[config.mk]
export PLATFORM = sky130hd
export DESIGN_NAME = external_bus_chip_select_decoder_unit
export DESIGN_NICKNAME = d
export VERILOG_FILES = /design/src/sv/ebcsd_pkg.sv /design/src/sv/ebcsd_regs.sv /design/src/sv/ebcsd_match.sv /design/src/sv/external_bus_chip_select_decoder_unit.sv
export SDC_FILE = /design/constraint.sdc
export NUM_CORES = 1
export LEC_CHECK = 0
export BUFFER_PORTS_ARGS = -buffer_cell sky130_fd_sc_hd__buf_2
export CAP_MARGIN = 30
export CORE_MARGIN = 3
export CORE_UTILIZATION = 28
export CTS_CLUSTER_DIAMETER = 200
export DETAILED_ROUTE_END_ITERATION = 8
export PLACE_DENSITY = 0.52
export SLEW_MARGIN = 25
export SYNTH_ARGS = -nofsm -noshare
export SYNTH_HDL_FRONTEND = slang
export SYNTH_SLANG_ARGS = --single-unit
[constraint.sdc]
create_clock -name i_clk -period 14.6 [get_ports i_clk]
set_clock_uncertainty 0.2 [all_clocks]
set_input_delay 2.19 -clock i_clk [delete_from_list [all_inputs] [get_ports i_clk]]
set_output_delay 2.19 -clock i_clk [all_outputs]
set_load 0.01 [all_outputs]
[src/sv/ebcsd_pkg.sv]
// ============================================================================
// ebcsd_pkg
// Shared types and constants of the external bus chip-select decoder.
// ============================================================================
package ebcsd_pkg;

    localparam int unsigned CHIP_SELECTS_DEF = 6;

    localparam logic [31:0] UPPER_HALF  = 32'hffff_0000;
    localparam int unsigned GROUP_BYTES = 12;
    localparam logic [11:0] PORT_OFFSET = 12'h060;
    localparam logic [2:0]  REG_SIZE    = 3'd4;

    typedef enum logic [1:0] {
        KIND_READ  = 2'd0,
        KIND_WRITE = 2'd1,
        KIND_XFER  = 2'd2
    } t_kind;

    typedef enum logic [1:0] {
        SLOT_ADDRESS = 2'd0,
        SLOT_MASK    = 2'd1,
        SLOT_CONTROL = 2'd2
    } t_slot;

    typedef struct packed {
        logic        hit;
        logic [31:0] read_data;
        logic        mask_event;
        logic [2:0]  sel_index;
    } t_reg_resp;

    typedef struct packed {
        logic       hit;
        logic [2:0] sel_index;
    } t_match;

endpackage

[src/sv/ebcsd_regs.sv]
// ============================================================================
// ebcsd_regs
// Chip-select register file with register access decode and mask events.
// ============================================================================
module ebcsd_regs #(
    parameter int unsigned CHIP_SELECTS = ebcsd_pkg::CHIP_SELECTS_DEF
) (
    input  logic                  i_clk,
    input  logic                  i_rst_n,
    input  logic                  i_wr_en,
    input  logic [11:0]           i_offset,
    input  logic [2:0]            i_size,
    input  logic [31:0]           i_wdata,
    output ebcsd_pkg::t_reg_resp  o_resp,
    output logic [31:0]           o_sel_address [CHIP_SELECTS],
    output logic [31:0]           o_sel_mask    [CHIP_SELECTS]
);

    logic [31:0] r_address [CHIP_SELECTS];
    logic [31:0] r_mask    [CHIP_SELECTS];
    logic [31:0] r_control [CHIP_SELECTS];
    logic [31:0] r_port;

    logic                    access_ok;
    logic [CHIP_SELECTS-1:0] addr_hit;
    logic [CHIP_SELECTS-1:0] mask_hit;
    logic [CHIP_SELECTS-1:0] ctrl_hit;
    logic                    port_hit;

    always_comb begin
        access_ok = (i_size == ebcsd_pkg::REG_SIZE) && (i_offset[1:0] == 2'b00);
        port_hit  = access_ok && (i_offset == ebcsd_pkg::PORT_OFFSET);
        for (int g = 0; g < int'(CHIP_SELECTS); g++) begin
            addr_hit[g] = access_ok && (i_offset == 12'(ebcsd_pkg::GROUP_BYTES * g
                          + 4 * int'(ebcsd_pkg::SLOT_ADDRESS)));
            mask_hit[g] = access_ok && (i_offset == 12'(ebcsd_pkg::GROUP_BYTES * g
                          + 4 * int'(ebcsd_pkg::SLOT_MASK)));
            ctrl_hit[g] = access_ok && (i_offset == 12'(ebcsd_pkg::GROUP_BYTES * g
                          + 4 * int'(ebcsd_pkg::SLOT_CONTROL)));
        end
    end

    always_comb begin
        o_resp.hit         = port_hit || (|addr_hit) || (|mask_hit) || (|ctrl_hit);
        o_resp.read_data   = port_hit ? r_port : 32'd0;
        o_resp.mask_event  = (|mask_hit) && i_wdata[0];
        o_resp.sel_index   = 3'd0;
        for (int g = 0; g < int'(CHIP_SELECTS); g++) begin
            if (addr_hit[g]) begin
                o_resp.read_data = o_resp.read_data | r_address[g];
            end
            if (mask_hit[g]) begin
                o_resp.read_data = o_resp.read_data | r_mask[g];
                o_resp.sel_index = 3'(g);
            end
            if (ctrl_hit[g]) begin
                o_resp.read_data = o_resp.read_data | r_control[g];
            end
        end
    end

    always_ff @(posedge i_clk) begin
        if (!i_rst_n) begin
            for (int g = 0; g < int'(CHIP_SELECTS); g++) begin
                r_address[g] <= 32'd0;
                r_mask[g]    <= 32'd0;
                r_control[g] <= 32'd0;
            end
            r_port <= 32'd0;
        end else if (i_wr_en) begin
            for (int g = 0; g < int'(CHIP_SELECTS); g++) begin
                if (addr_hit[g]) begin
                    r_address[g] <= i_wdata;
                end
                if (mask_hit[g]) begin
                    r_mask[g] <= i_wdata;
                end
                if (ctrl_hit[g]) begin
                    r_control[g] <= i_wdata;
                end
            end
            if (port_hit) begin
                r_port <= i_wdata;
            end
        end
    end

    assign o_sel_address = r_address;
    assign o_sel_mask    = r_mask;

endmodule

[src/sv/ebcsd_match.sv]
// ============================================================================
// ebcsd_match
// Parallel address compare of all chip selects with first-match priority.
// ============================================================================
module ebcsd_match #(
    parameter int unsigned CHIP_SELECTS = ebcsd_pkg::CHIP_SELECTS_DEF
) (
    input  logic [31:0]        i_address,
    input  logic [31:0]        i_sel_address [CHIP_SELECTS],
    input  logic [31:0]        i_sel_mask    [CHIP_SELECTS],
    output ebcsd_pkg::t_match  o_match
);

    logic [CHIP_SELECTS-1:0] hit;

    always_comb begin
        for (int g = 0; g < int'(CHIP_SELECTS); g++) begin
            hit[g] = i_sel_mask[g][0] &&
                     (((i_address ^ i_sel_address[g]) & ~i_sel_mask[g]
                       & ebcsd_pkg::UPPER_HALF) == 32'd0);
        end
    end

    always_comb begin
        o_match.hit       = |hit;
        o_match.sel_index = 3'd0;
        for (int g = int'(CHIP_SELECTS) - 1; g >= 0; g--) begin
            if (hit[g]) begin
                o_match.sel_index = 3'(g);
            end
        end
    end

endmodule

[src/sv/external_bus_chip_select_decoder_unit.sv]
// ============================================================================
// external_bus_chip_select_decoder_unit
// Chip-select register file and address decoder of an external bus interface.
// ============================================================================
// The input channel carries register reads, register writes and bus transfers.
// Each transfer is captured in an input register, decoded against the
// chip-select groups, and its single result is held in an output register
// until the receiver takes it. The result moves from the input register into
// the output register, and the output transfer is made from there; one item
// is taken per cycle while the receiver keeps up.
// Register writes update the file as the item moves into the output register,
// so the next item already sees the new contents.
// When the receiver stalls, the output register holds its result and the
// input register holds one more item; input ready drops only when both are
// full and the output is not being taken.
// The configuration channel sets the module clock enable. While it is low,
// every item returns a failed result and no event. Reset clears all chip-select
// registers, the port control word and the clock enable, and empties both
// stages. The configuration channel is always ready.
// ============================================================================
module external_bus_chip_select_decoder_unit #(
    parameter int unsigned CHIP_SELECTS = ebcsd_pkg::CHIP_SELECTS_DEF
) (
    input  logic        i_clk,
    input  logic        i_rst_n,

    input  logic        i_cfg_valid,
    output logic        o_cfg_ready,
    input  logic        i_cfg_data,

    input  logic        i_in_valid,
    output logic        o_in_ready,
    input  logic [1:0]  i_kind,
    input  logic [11:0] i_register_offset,
    input  logic [2:0]  i_access_size,
    input  logic [31:0] i_bus_address,
    input  logic [31:0] i_write_data,
    input  logic        i_is_write,

    output logic        o_out_valid,
    input  logic        i_out_ready,
    output logic        o_ok,
    output logic [31:0] o_read_data,
    output logic        o_event_valid,
    output logic [2:0]  o_event_chip_select,
    output logic [31:0] o_event_data,
    output logic [2:0]  o_event_size,
    output logic        o_event_is_write
);

    logic        r_clk_en;

    logic        r_s1_valid;
    logic [1:0]  r_kind;
    logic [11:0] r_offset;
    logic [2:0]  r_size;
    logic [31:0] r_address;
    logic [31:0] r_data;
    logic        r_is_write;

    logic        r_out_valid;
    logic        r_ok;
    logic [31:0] r_read_data;
    logic        r_ev_valid;
    logic [2:0]  r_ev_cs;
    logic [31:0] r_ev_data;
    logic [2:0]  r_ev_size;
    logic        r_ev_is_write;

    logic        n_ok;
    logic [31:0] n_read_data;
    logic        n_ev_valid;
    logic [2:0]  n_ev_cs;
    logic [31:0] n_ev_data;
    logic [2:0]  n_ev_size;
    logic        n_ev_is_write;

    logic        s1_advance;
    logic        in_fire;
    logic        reg_wr_en;

    ebcsd_pkg::t_reg_resp reg_resp;
    ebcsd_pkg::t_match    match;
    logic [31:0]          sel_address [CHIP_SELECTS];
    logic [31:0]          sel_mask    [CHIP_SELECTS];

    assign s1_advance = r_s1_valid && (!r_out_valid || i_out_ready);
    assign o_in_ready = !r_s1_valid || s1_advance;
    assign in_fire    = i_in_valid && o_in_ready;
    assign reg_wr_en  = s1_advance && r_clk_en && (r_kind == ebcsd_pkg::KIND_WRITE);

    assign o_cfg_ready = 1'b1;

    ebcsd_regs #(
        .CHIP_SELECTS (CHIP_SELECTS)
    ) u_regs (
        .i_clk         (i_clk),
        .i_rst_n       (i_rst_n),
        .i_wr_en       (reg_wr_en),
        .i_offset      (r_offset),
        .i_size        (r_size),
        .i_wdata       (r_data),
        .o_resp        (reg_resp),
        .o_sel_address (sel_address),
        .o_sel_mask    (sel_mask)
    );

    ebcsd_match #(
        .CHIP_SELECTS (CHIP_SELECTS)
    ) u_match (
        .i_address     (r_address),
        .i_sel_address (sel_address),
        .i_sel_mask    (sel_mask),
        .o_match       (match)
    );

    always_comb begin
        n_ok          = 1'b0;
        n_read_data   = 32'd0;
        n_ev_valid    = 1'b0;
        n_ev_cs       = 3'd0;
        n_ev_data     = 32'd0;
        n_ev_size     = 3'd0;
        n_ev_is_write = 1'b0;
        if (r_clk_en) begin
            case (r_kind)
                ebcsd_pkg::KIND_READ: begin
                    n_ok        = reg_resp.hit;
                    n_read_data = reg_resp.hit ? reg_resp.read_data : 32'd0;
                end
                ebcsd_pkg::KIND_WRITE: begin
                    n_ok = reg_resp.hit;
                    if (reg_resp.mask_event) begin
                        n_ev_valid = 1'b1;
                        n_ev_cs    = reg_resp.sel_index;
                        n_ev_data  = r_data;
                    end
                end
                ebcsd_pkg::KIND_XFER: begin
                    if ((r_size inside {3'd1, 3'd2, 3'd4}) && match.hit) begin
                        n_ok          = 1'b1;
                        n_ev_valid    = 1'b1;
                        n_ev_cs       = match.sel_index;
                        n_ev_data     = r_data;
                        n_ev_size     = r_size;
                        n_ev_is_write = r_is_write;
                    end
                end
                default: begin
                    n_ok = 1'b0;
                end
            endcase
        end
    end

    always_ff @(posedge i_clk) begin
        if (!i_rst_n) begin
            r_clk_en    <= 1'b0;
            r_s1_valid  <= 1'b0;
            r_out_valid <= 1'b0;
        end else begin
            if (i_cfg_valid) begin
                r_clk_en <= i_cfg_data;
            end
            if (in_fire) begin
                r_s1_valid <= 1'b1;
            end else if (s1_advance) begin
                r_s1_valid <= 1'b0;
            end
            if (s1_advance) begin
                r_out_valid <= 1'b1;
            end else if (i_out_ready) begin
                r_out_valid <= 1'b0;
            end
        end
    end

    always_ff @(posedge i_clk) begin
        if (in_fire) begin
            r_kind     <= i_kind;
            r_offset   <= i_register_offset;
            r_size     <= i_access_size;
            r_address  <= i_bus_address;
            r_data     <= i_write_data;
            r_is_write <= i_is_write;
        end
        if (s1_advance) begin
            r_ok          <= n_ok;
            r_read_data   <= n_read_data;
            r_ev_valid    <= n_ev_valid;
            r_ev_cs       <= n_ev_cs;
            r_ev_data     <= n_ev_data;
            r_ev_size     <= n_ev_size;
            r_ev_is_write <= n_ev_is_write;
        end
    end

    assign o_out_valid         = r_out_valid;
    assign o_ok                = r_ok;
    assign o_read_data         = r_read_data;
    assign o_event_valid       = r_ev_valid;
    assign o_event_chip_select = r_ev_cs;
    assign o_event_data        = r_ev_data;
    assign o_event_size        = r_ev_size;
    assign o_event_is_write    = r_ev_is_write;

    a_event_implies_ok: assert property (@(posedge i_clk) disable iff (!i_rst_n)
        (r_out_valid && r_ev_valid) |-> r_ok)
        else $error("Event reported on a failed result.");

    a_no_event_quiet: assert property (@(posedge i_clk) disable iff (!i_rst_n)
        (r_out_valid && !r_ev_valid) |->
        (r_ev_size == 3'd0 && r_ev_cs == 3'd0 && r_ev_data == 32'd0 && !r_ev_is_write))
        else $error("Event fields set without an event.");

    a_gated_fails: assert property (@(posedge i_clk) disable iff (!i_rst_n)
        (s1_advance && !r_clk_en) |=> (r_out_valid && !r_ok && !r_ev_valid))
        else $error("Result succeeded while the module clock was gated.");

    a_cs_in_range: assert property (@(posedge i_clk) disable iff (!i_rst_n)
        (r_out_valid && r_ev_valid) |-> ({1'b0, r_ev_cs} < 4'(CHIP_SELECTS)))
        else $error("Event chip select out of range.");

    a_stage_holds: assert property (@(posedge i_clk) disable iff (!i_rst_n)
        (r_s1_valid && !s1_advance) |=> r_s1_valid)
        else $error("Input stage lost an item during a stall.");

endmodule
# Word level (Yosys, flattened, before mapping)

Memory sizes are Yosys's and may differ from the RTL's.
Index checks and enable logic that the tools add are counted.

Equality and inequality tests: 23
Multiplexer cells: 75
Bitwise operators: 42
Reduce and logical (&&, ||, !) cells: 71

Operators by type and width:

| operator                                                               | number |
|---|---|
| 32-bit 2-to-1 mux                                                      | 27 |
| 32-bit OR                                                              | 18 |
| 32-bit bitwise AND                                                     | 6 |
| 32-bit zero test                                                       | 6 |
| 32-bit NOT                                                             | 6 |
| 32-bit bitwise XOR                                                     | 6 |
| 12-bit by 6-bit equality test with 1-bit output, second input constant | 8 |
| 32-bit one-hot mux with 2 select lines                                 | 1 |
| 12-bit by 5-bit equality test with 1-bit output, second input constant | 4 |
| 12-bit by 7-bit equality test with 1-bit output, second input constant | 3 |
| 1-bit logical AND                                                      | 32 |
| 1-bit 2-to-1 mux                                                       | 32 |
| 3-bit 2-to-1 mux                                                       | 10 |
| 2-bit AND reduction                                                    | 13 |
| 12-bit by 4-bit equality test with 1-bit output, second input constant | 2 |
| 6-bit OR reduction                                                     | 4 |
| 12-bit by 3-bit equality test with 1-bit output, second input constant | 1 |
| 12-bit zero test                                                       | 1 |
| 1-bit OR                                                               | 6 |
| 3-bit one-hot mux with 2 select lines                                  | 1 |
| 3-bit AND reduction                                                    | 2 |
| 1-bit logical OR                                                       | 5 |
| 2-bit zero test                                                        | 2 |
| 2-bit 2-to-1 mux                                                       | 2 |
| 10 further kinds                                                       | 13 |

Flip-flop bits (word level): 574
Bits in writable memories: 192
Bits of input ports: 88
Output and inout bits: 76
Word-level logic and storage cells: 241
Memories: 1

Memory list:

| memory           | depth | width | rd ports | clocked after memory_dff | wr ports | line             | source |
|---|---|---|---|---|---|---|---|
| u_regs.r_control | 6     | 32    | 6        | 0                        | 6        | ebcsd_regs.sv:21 | `logic [31:0] r_control [CHIP_SELECTS];` |

# Longest topological paths before layout

Depth in word-level cells: 40
Depth in mapped cells: 11
Depth with buffers taken out: 8

# Cells and area by module

A second synthesis with hierarchy kept.

Cell total of the unflattened synthesis: 3668
Area total of the unflattened synthesis: 36785.3 um^2

Modules (own cells, without submodules):

| module                                | instances | cells an instance | area an instance (um^2) | sequential area each (um^2) |
|---|---|---|---|---|
| ebcsd_regs                            | 1         | 3203              | 29630.9                 | 14093.5 |
| external_bus_chip_select_decoder_unit | 1         | 273               | 5694.2                  | 4714.5 |
| ebcsd_match                           | 1         | 192               | 1460.2                  | 0.0 |

# Worst setup path before layout

OpenSTA, ideal clock, no wires.

Kind: input to register
From: input port i_out_ready
To: memory u_regs.r_control[0][0], enable pin
Library setup time: 389 ps
Arrival time: 7386 ps
Required time: 14011 ps
Slack: 6625 ps
Cell stages on the path: 7
Buffers on the path: 2
Cells stage by stage: nor2b_1 -> nor2b_1 -> and3_1 -> buf_1 -> clkbuf_1 -> nand2_1 -> nand2_1

RTL lines:

| element     | line                                        | source |
|---|---|---|
| from (decl) | external_bus_chip_select_decoder_unit.sv:41 | `input logic i_out_ready,` |
| to (decl)   | ebcsd_regs.sv:21                            |  |

# Final worst setup path

From: input port i_out_ready
To: output port o_in_ready

Cells in the longest elaborated chain, start to end: 3

Ends and longest elaborated chain:

| element           | line                                        | source |
|---|---|---|
| 1-bit logical OR  | external_bus_chip_select_decoder_unit.sv:87 | `assign s1_advance = r_s1_valid && (!r_out_valid \|\| i_out_ready);` |
| 1-bit logical AND | external_bus_chip_select_decoder_unit.sv:87 |  |
| 1-bit logical OR  | external_bus_chip_select_decoder_unit.sv:88 | `assign o_in_ready = !r_s1_valid \|\| s1_advance;` |
| to (decl)         | external_bus_chip_select_decoder_unit.sv:32 | `output logic o_in_ready,` |

Every way passes these cells.

==> results.toml <==
[global_route]
met1_usage = 0.284
globalRouteOverflowTotal = 0
grt_pass1_vias = 24000
track_usage = 0.209
antenna_found_initial = 7
use_met3 = 0.0352
grt_pass1_wl_um = 184000
grtUsageMet2 = 0.335
grt_max_degree = 162
globalRoute.busiestLayer = "met2"

[synthesis]
synth.distinct_cells = 57
ys_ff_latch = 750
seq_area_frac_synth = 0.565
syn_area_per_cell_sq_um = 10.1
yosys.area.top_type = "edfxtp_1"
synth_area_sq_mm = 0.0324
synth_cells = 3209
yosys_warnings = 0
synth_top_area_frac = 0.307
synth_edf_count = 331
synthArstFlopShare = 0
yosys-top-cells-area = "edfxtp_1, dfxtp_1, nand2_1"
synthesis.nets = 3301
synthFlopType = "dfxtp_1"

[cells_and_area]
final_cell_mix = "nand2_1, dfxtp_1, a21boi_0"
nets = 3297
mostFrequentLayoutCell = "nand2_1"
drive_gt1_frac = 0.124
syn2layout_area_growth_pct = 16.1

[critical_path]
path_class = "in2out"
cp-start-kind = "input pin"
crit_path_end_kind = "output pin"
critPathMaxFanout = 4
required_ns = 12.21
critPathArrivalTime_ns = 2.88

[sta]
period_minus_slack_ns = 5.27
timing.fmax_ghz = 0.190
setup_tns_ns = 0
relSlewSlack = 0.268
layout_setup_ws_ns = 9.33
slew_viol_final = 0
tightest_slew_ns = 1.10
fin_crit_sh = 0.361
finalHoldViolCount = 0
rsz0062_at_grt = "false"
finalSetupViolCount = 0

[clock_tree]
cts.repair.resized = 0
postCtsSetupRepairBufs = 0
h-tree-depth = 3
cts_hold_buf = 0
clockBufferDepth = 3
cts_buffers = 93
clock_sinks = 750
clkTransAtPathRegs_ns = 0.06
cts_tree = "yes"
insertion_delay_ns = 0.68
root_buffer = "clkbuf_16"

[run_status]
outcome = "finished clean"

[floorplanning]
num_io_pins = 164
num_rows = 124
die_y_um = 346
dieArea_sq_mm = 0.120
core_area_sq_mm = 0.115
initial_utilization = 0.283
die_w_um = 346

[place]
port_buffers = 146
gp_congestion = 0.857
dp_hpwl_um = 72700
dp_slack_ns = 8.90

[route]
routedWlPerCell_um = 26.9
drt_iter0_drc = 2845
drc = 0
ant_nets = 0
firstDrtPassIters = 5
dr_total_vias = 25400
finalWirelength_um = 129000
via_per_inst = 5.29

[power_and_ir_drop]
ir_worst_vdd_uv = 89.0
power-per-cell-area_mw_per_mm2 = 126
p_leak_nw = 12.1

[worst_hold_path]
hp-class = "reg2reg"

[run]
drv_cap = 0
==> flip-flops by register name, summed over array words and instances (netlist names) <==
name	count
u_regs.o_sel_address	192
r_s1_valid	1
u_regs.r_port	32
r_size	3
o_out_valid	1
o_ok	1
o_event_size	3
r_kind	2
o_event_chip_select	3
r_offset	12
o_event_data	32
r_clk_en	1
u_regs.o_sel_mask	192
r_data	32
u_regs.r_control	192
o_read_data	32
o_event_valid	1
o_event_is_write	1
r_is_write	1
r_address	16
==> power by group <==
part	leakage (nW)	switching, mW	internal [mW]
clock network	1.52	0.966	1.38
registers	6.68	0.0582	2.23
logic	3.86	0.0770	0.0459
total	12.1	1.10	3.65
==> routing by layer <==
metal,share of wire,vias up
met3,0.074,250
met5,0.00021,-
li1,-,11300
met4,0.037,4
met1,0.43,12700
met2,0.46,1144
==> logic make-up after synthesis <==
| kind of cell | after synthesis | synth area share |
|---|---|---|
| multiplexers | 1 | 0.000309 |
| AND/OR/NAND/NOR | 1227 | 0.172 |
| flip-flops | 750 | 0.565 |
| buffers and inverters | 320 | 0.0393 |
| XOR/XNOR | 97 | 0.0262 |
| AO/OA/AOI/OAI | 809 | 0.195 |
| adder cells (fa/ha/maj) | 4 | 0.00154 |
| other | 1 | 0.000116 |
==> final cells by class <==
class                           count  area, sq um
Timing Repair Buffer              212         1280
Clock inverter                     40          407
Inverter                            9         33.8
Fill cell                       11600        77000
Clock buffer                      134         2700
Sequential cell                   750        18300
Multi-Input combinational cell   2139        13000
Antenna cell                        1         2.50
Tap cell                         1512         1890
==> stage by stage <==
step	instances	power, mW	area (sq um)	hold WS (ns)	util
detailed placement	4620	2.45	34500	0.245	0.301
floorplan	3209	2.38	32400	0.230	-
finish	4797	4.75	37600	0.253	0.328
global placement	4617	2.45	34400	0.239	0.300
global route	4796	4.89	37600	0.265	0.328
CTS	4794	4.80	37600	0.252	0.328
==> cell usage after synthesis, types with 14 or more instances <==
| cell type | n |
|---|---|
| nand2_1 | 867 |
| dfxtp_1 | 419 |
| a21boi_0 | 397 |
| edfxtp_1 | 331 |
| clkbuf_1 | 269 |
| and2_1 | 229 |
| a221oi_1 | 111 |
| a22o_1 | 111 |
| xnor2_1 | 96 |
| o22ai_1 | 40 |
| a22oi_1 | 34 |
| a31oi_1 | 33 |
| a222oi_1 | 32 |
| buf_2 | 32 |
| and3_1 | 28 |
| a21boi_1 | 20 |
| nor2_1 | 19 |
| and4_1 | 17 |
| nor3_1 | 14 |
==> final timing paths <==
path	endpoint	cells past startpoint	startpoint	slack (ns)
max reg2reg	o_read_data[27]	9	r_size[0]	9.53
min	u_regs.o_sel_address[35]	2	u_regs.o_sel_address[35]	0.25
min reg2reg	u_regs.o_sel_address[35]	2	u_regs.o_sel_address[35]	0.25
max	o_in_ready	4	i_out_ready	9.33
==> worst max-delay path: stages <==
cell	delay [ns]
buf_2	0.10
nor2b_1	0.31
nand2_1	0.13
buf_2	0.16
Note: power is estimated with default switching activity, not from simulation.
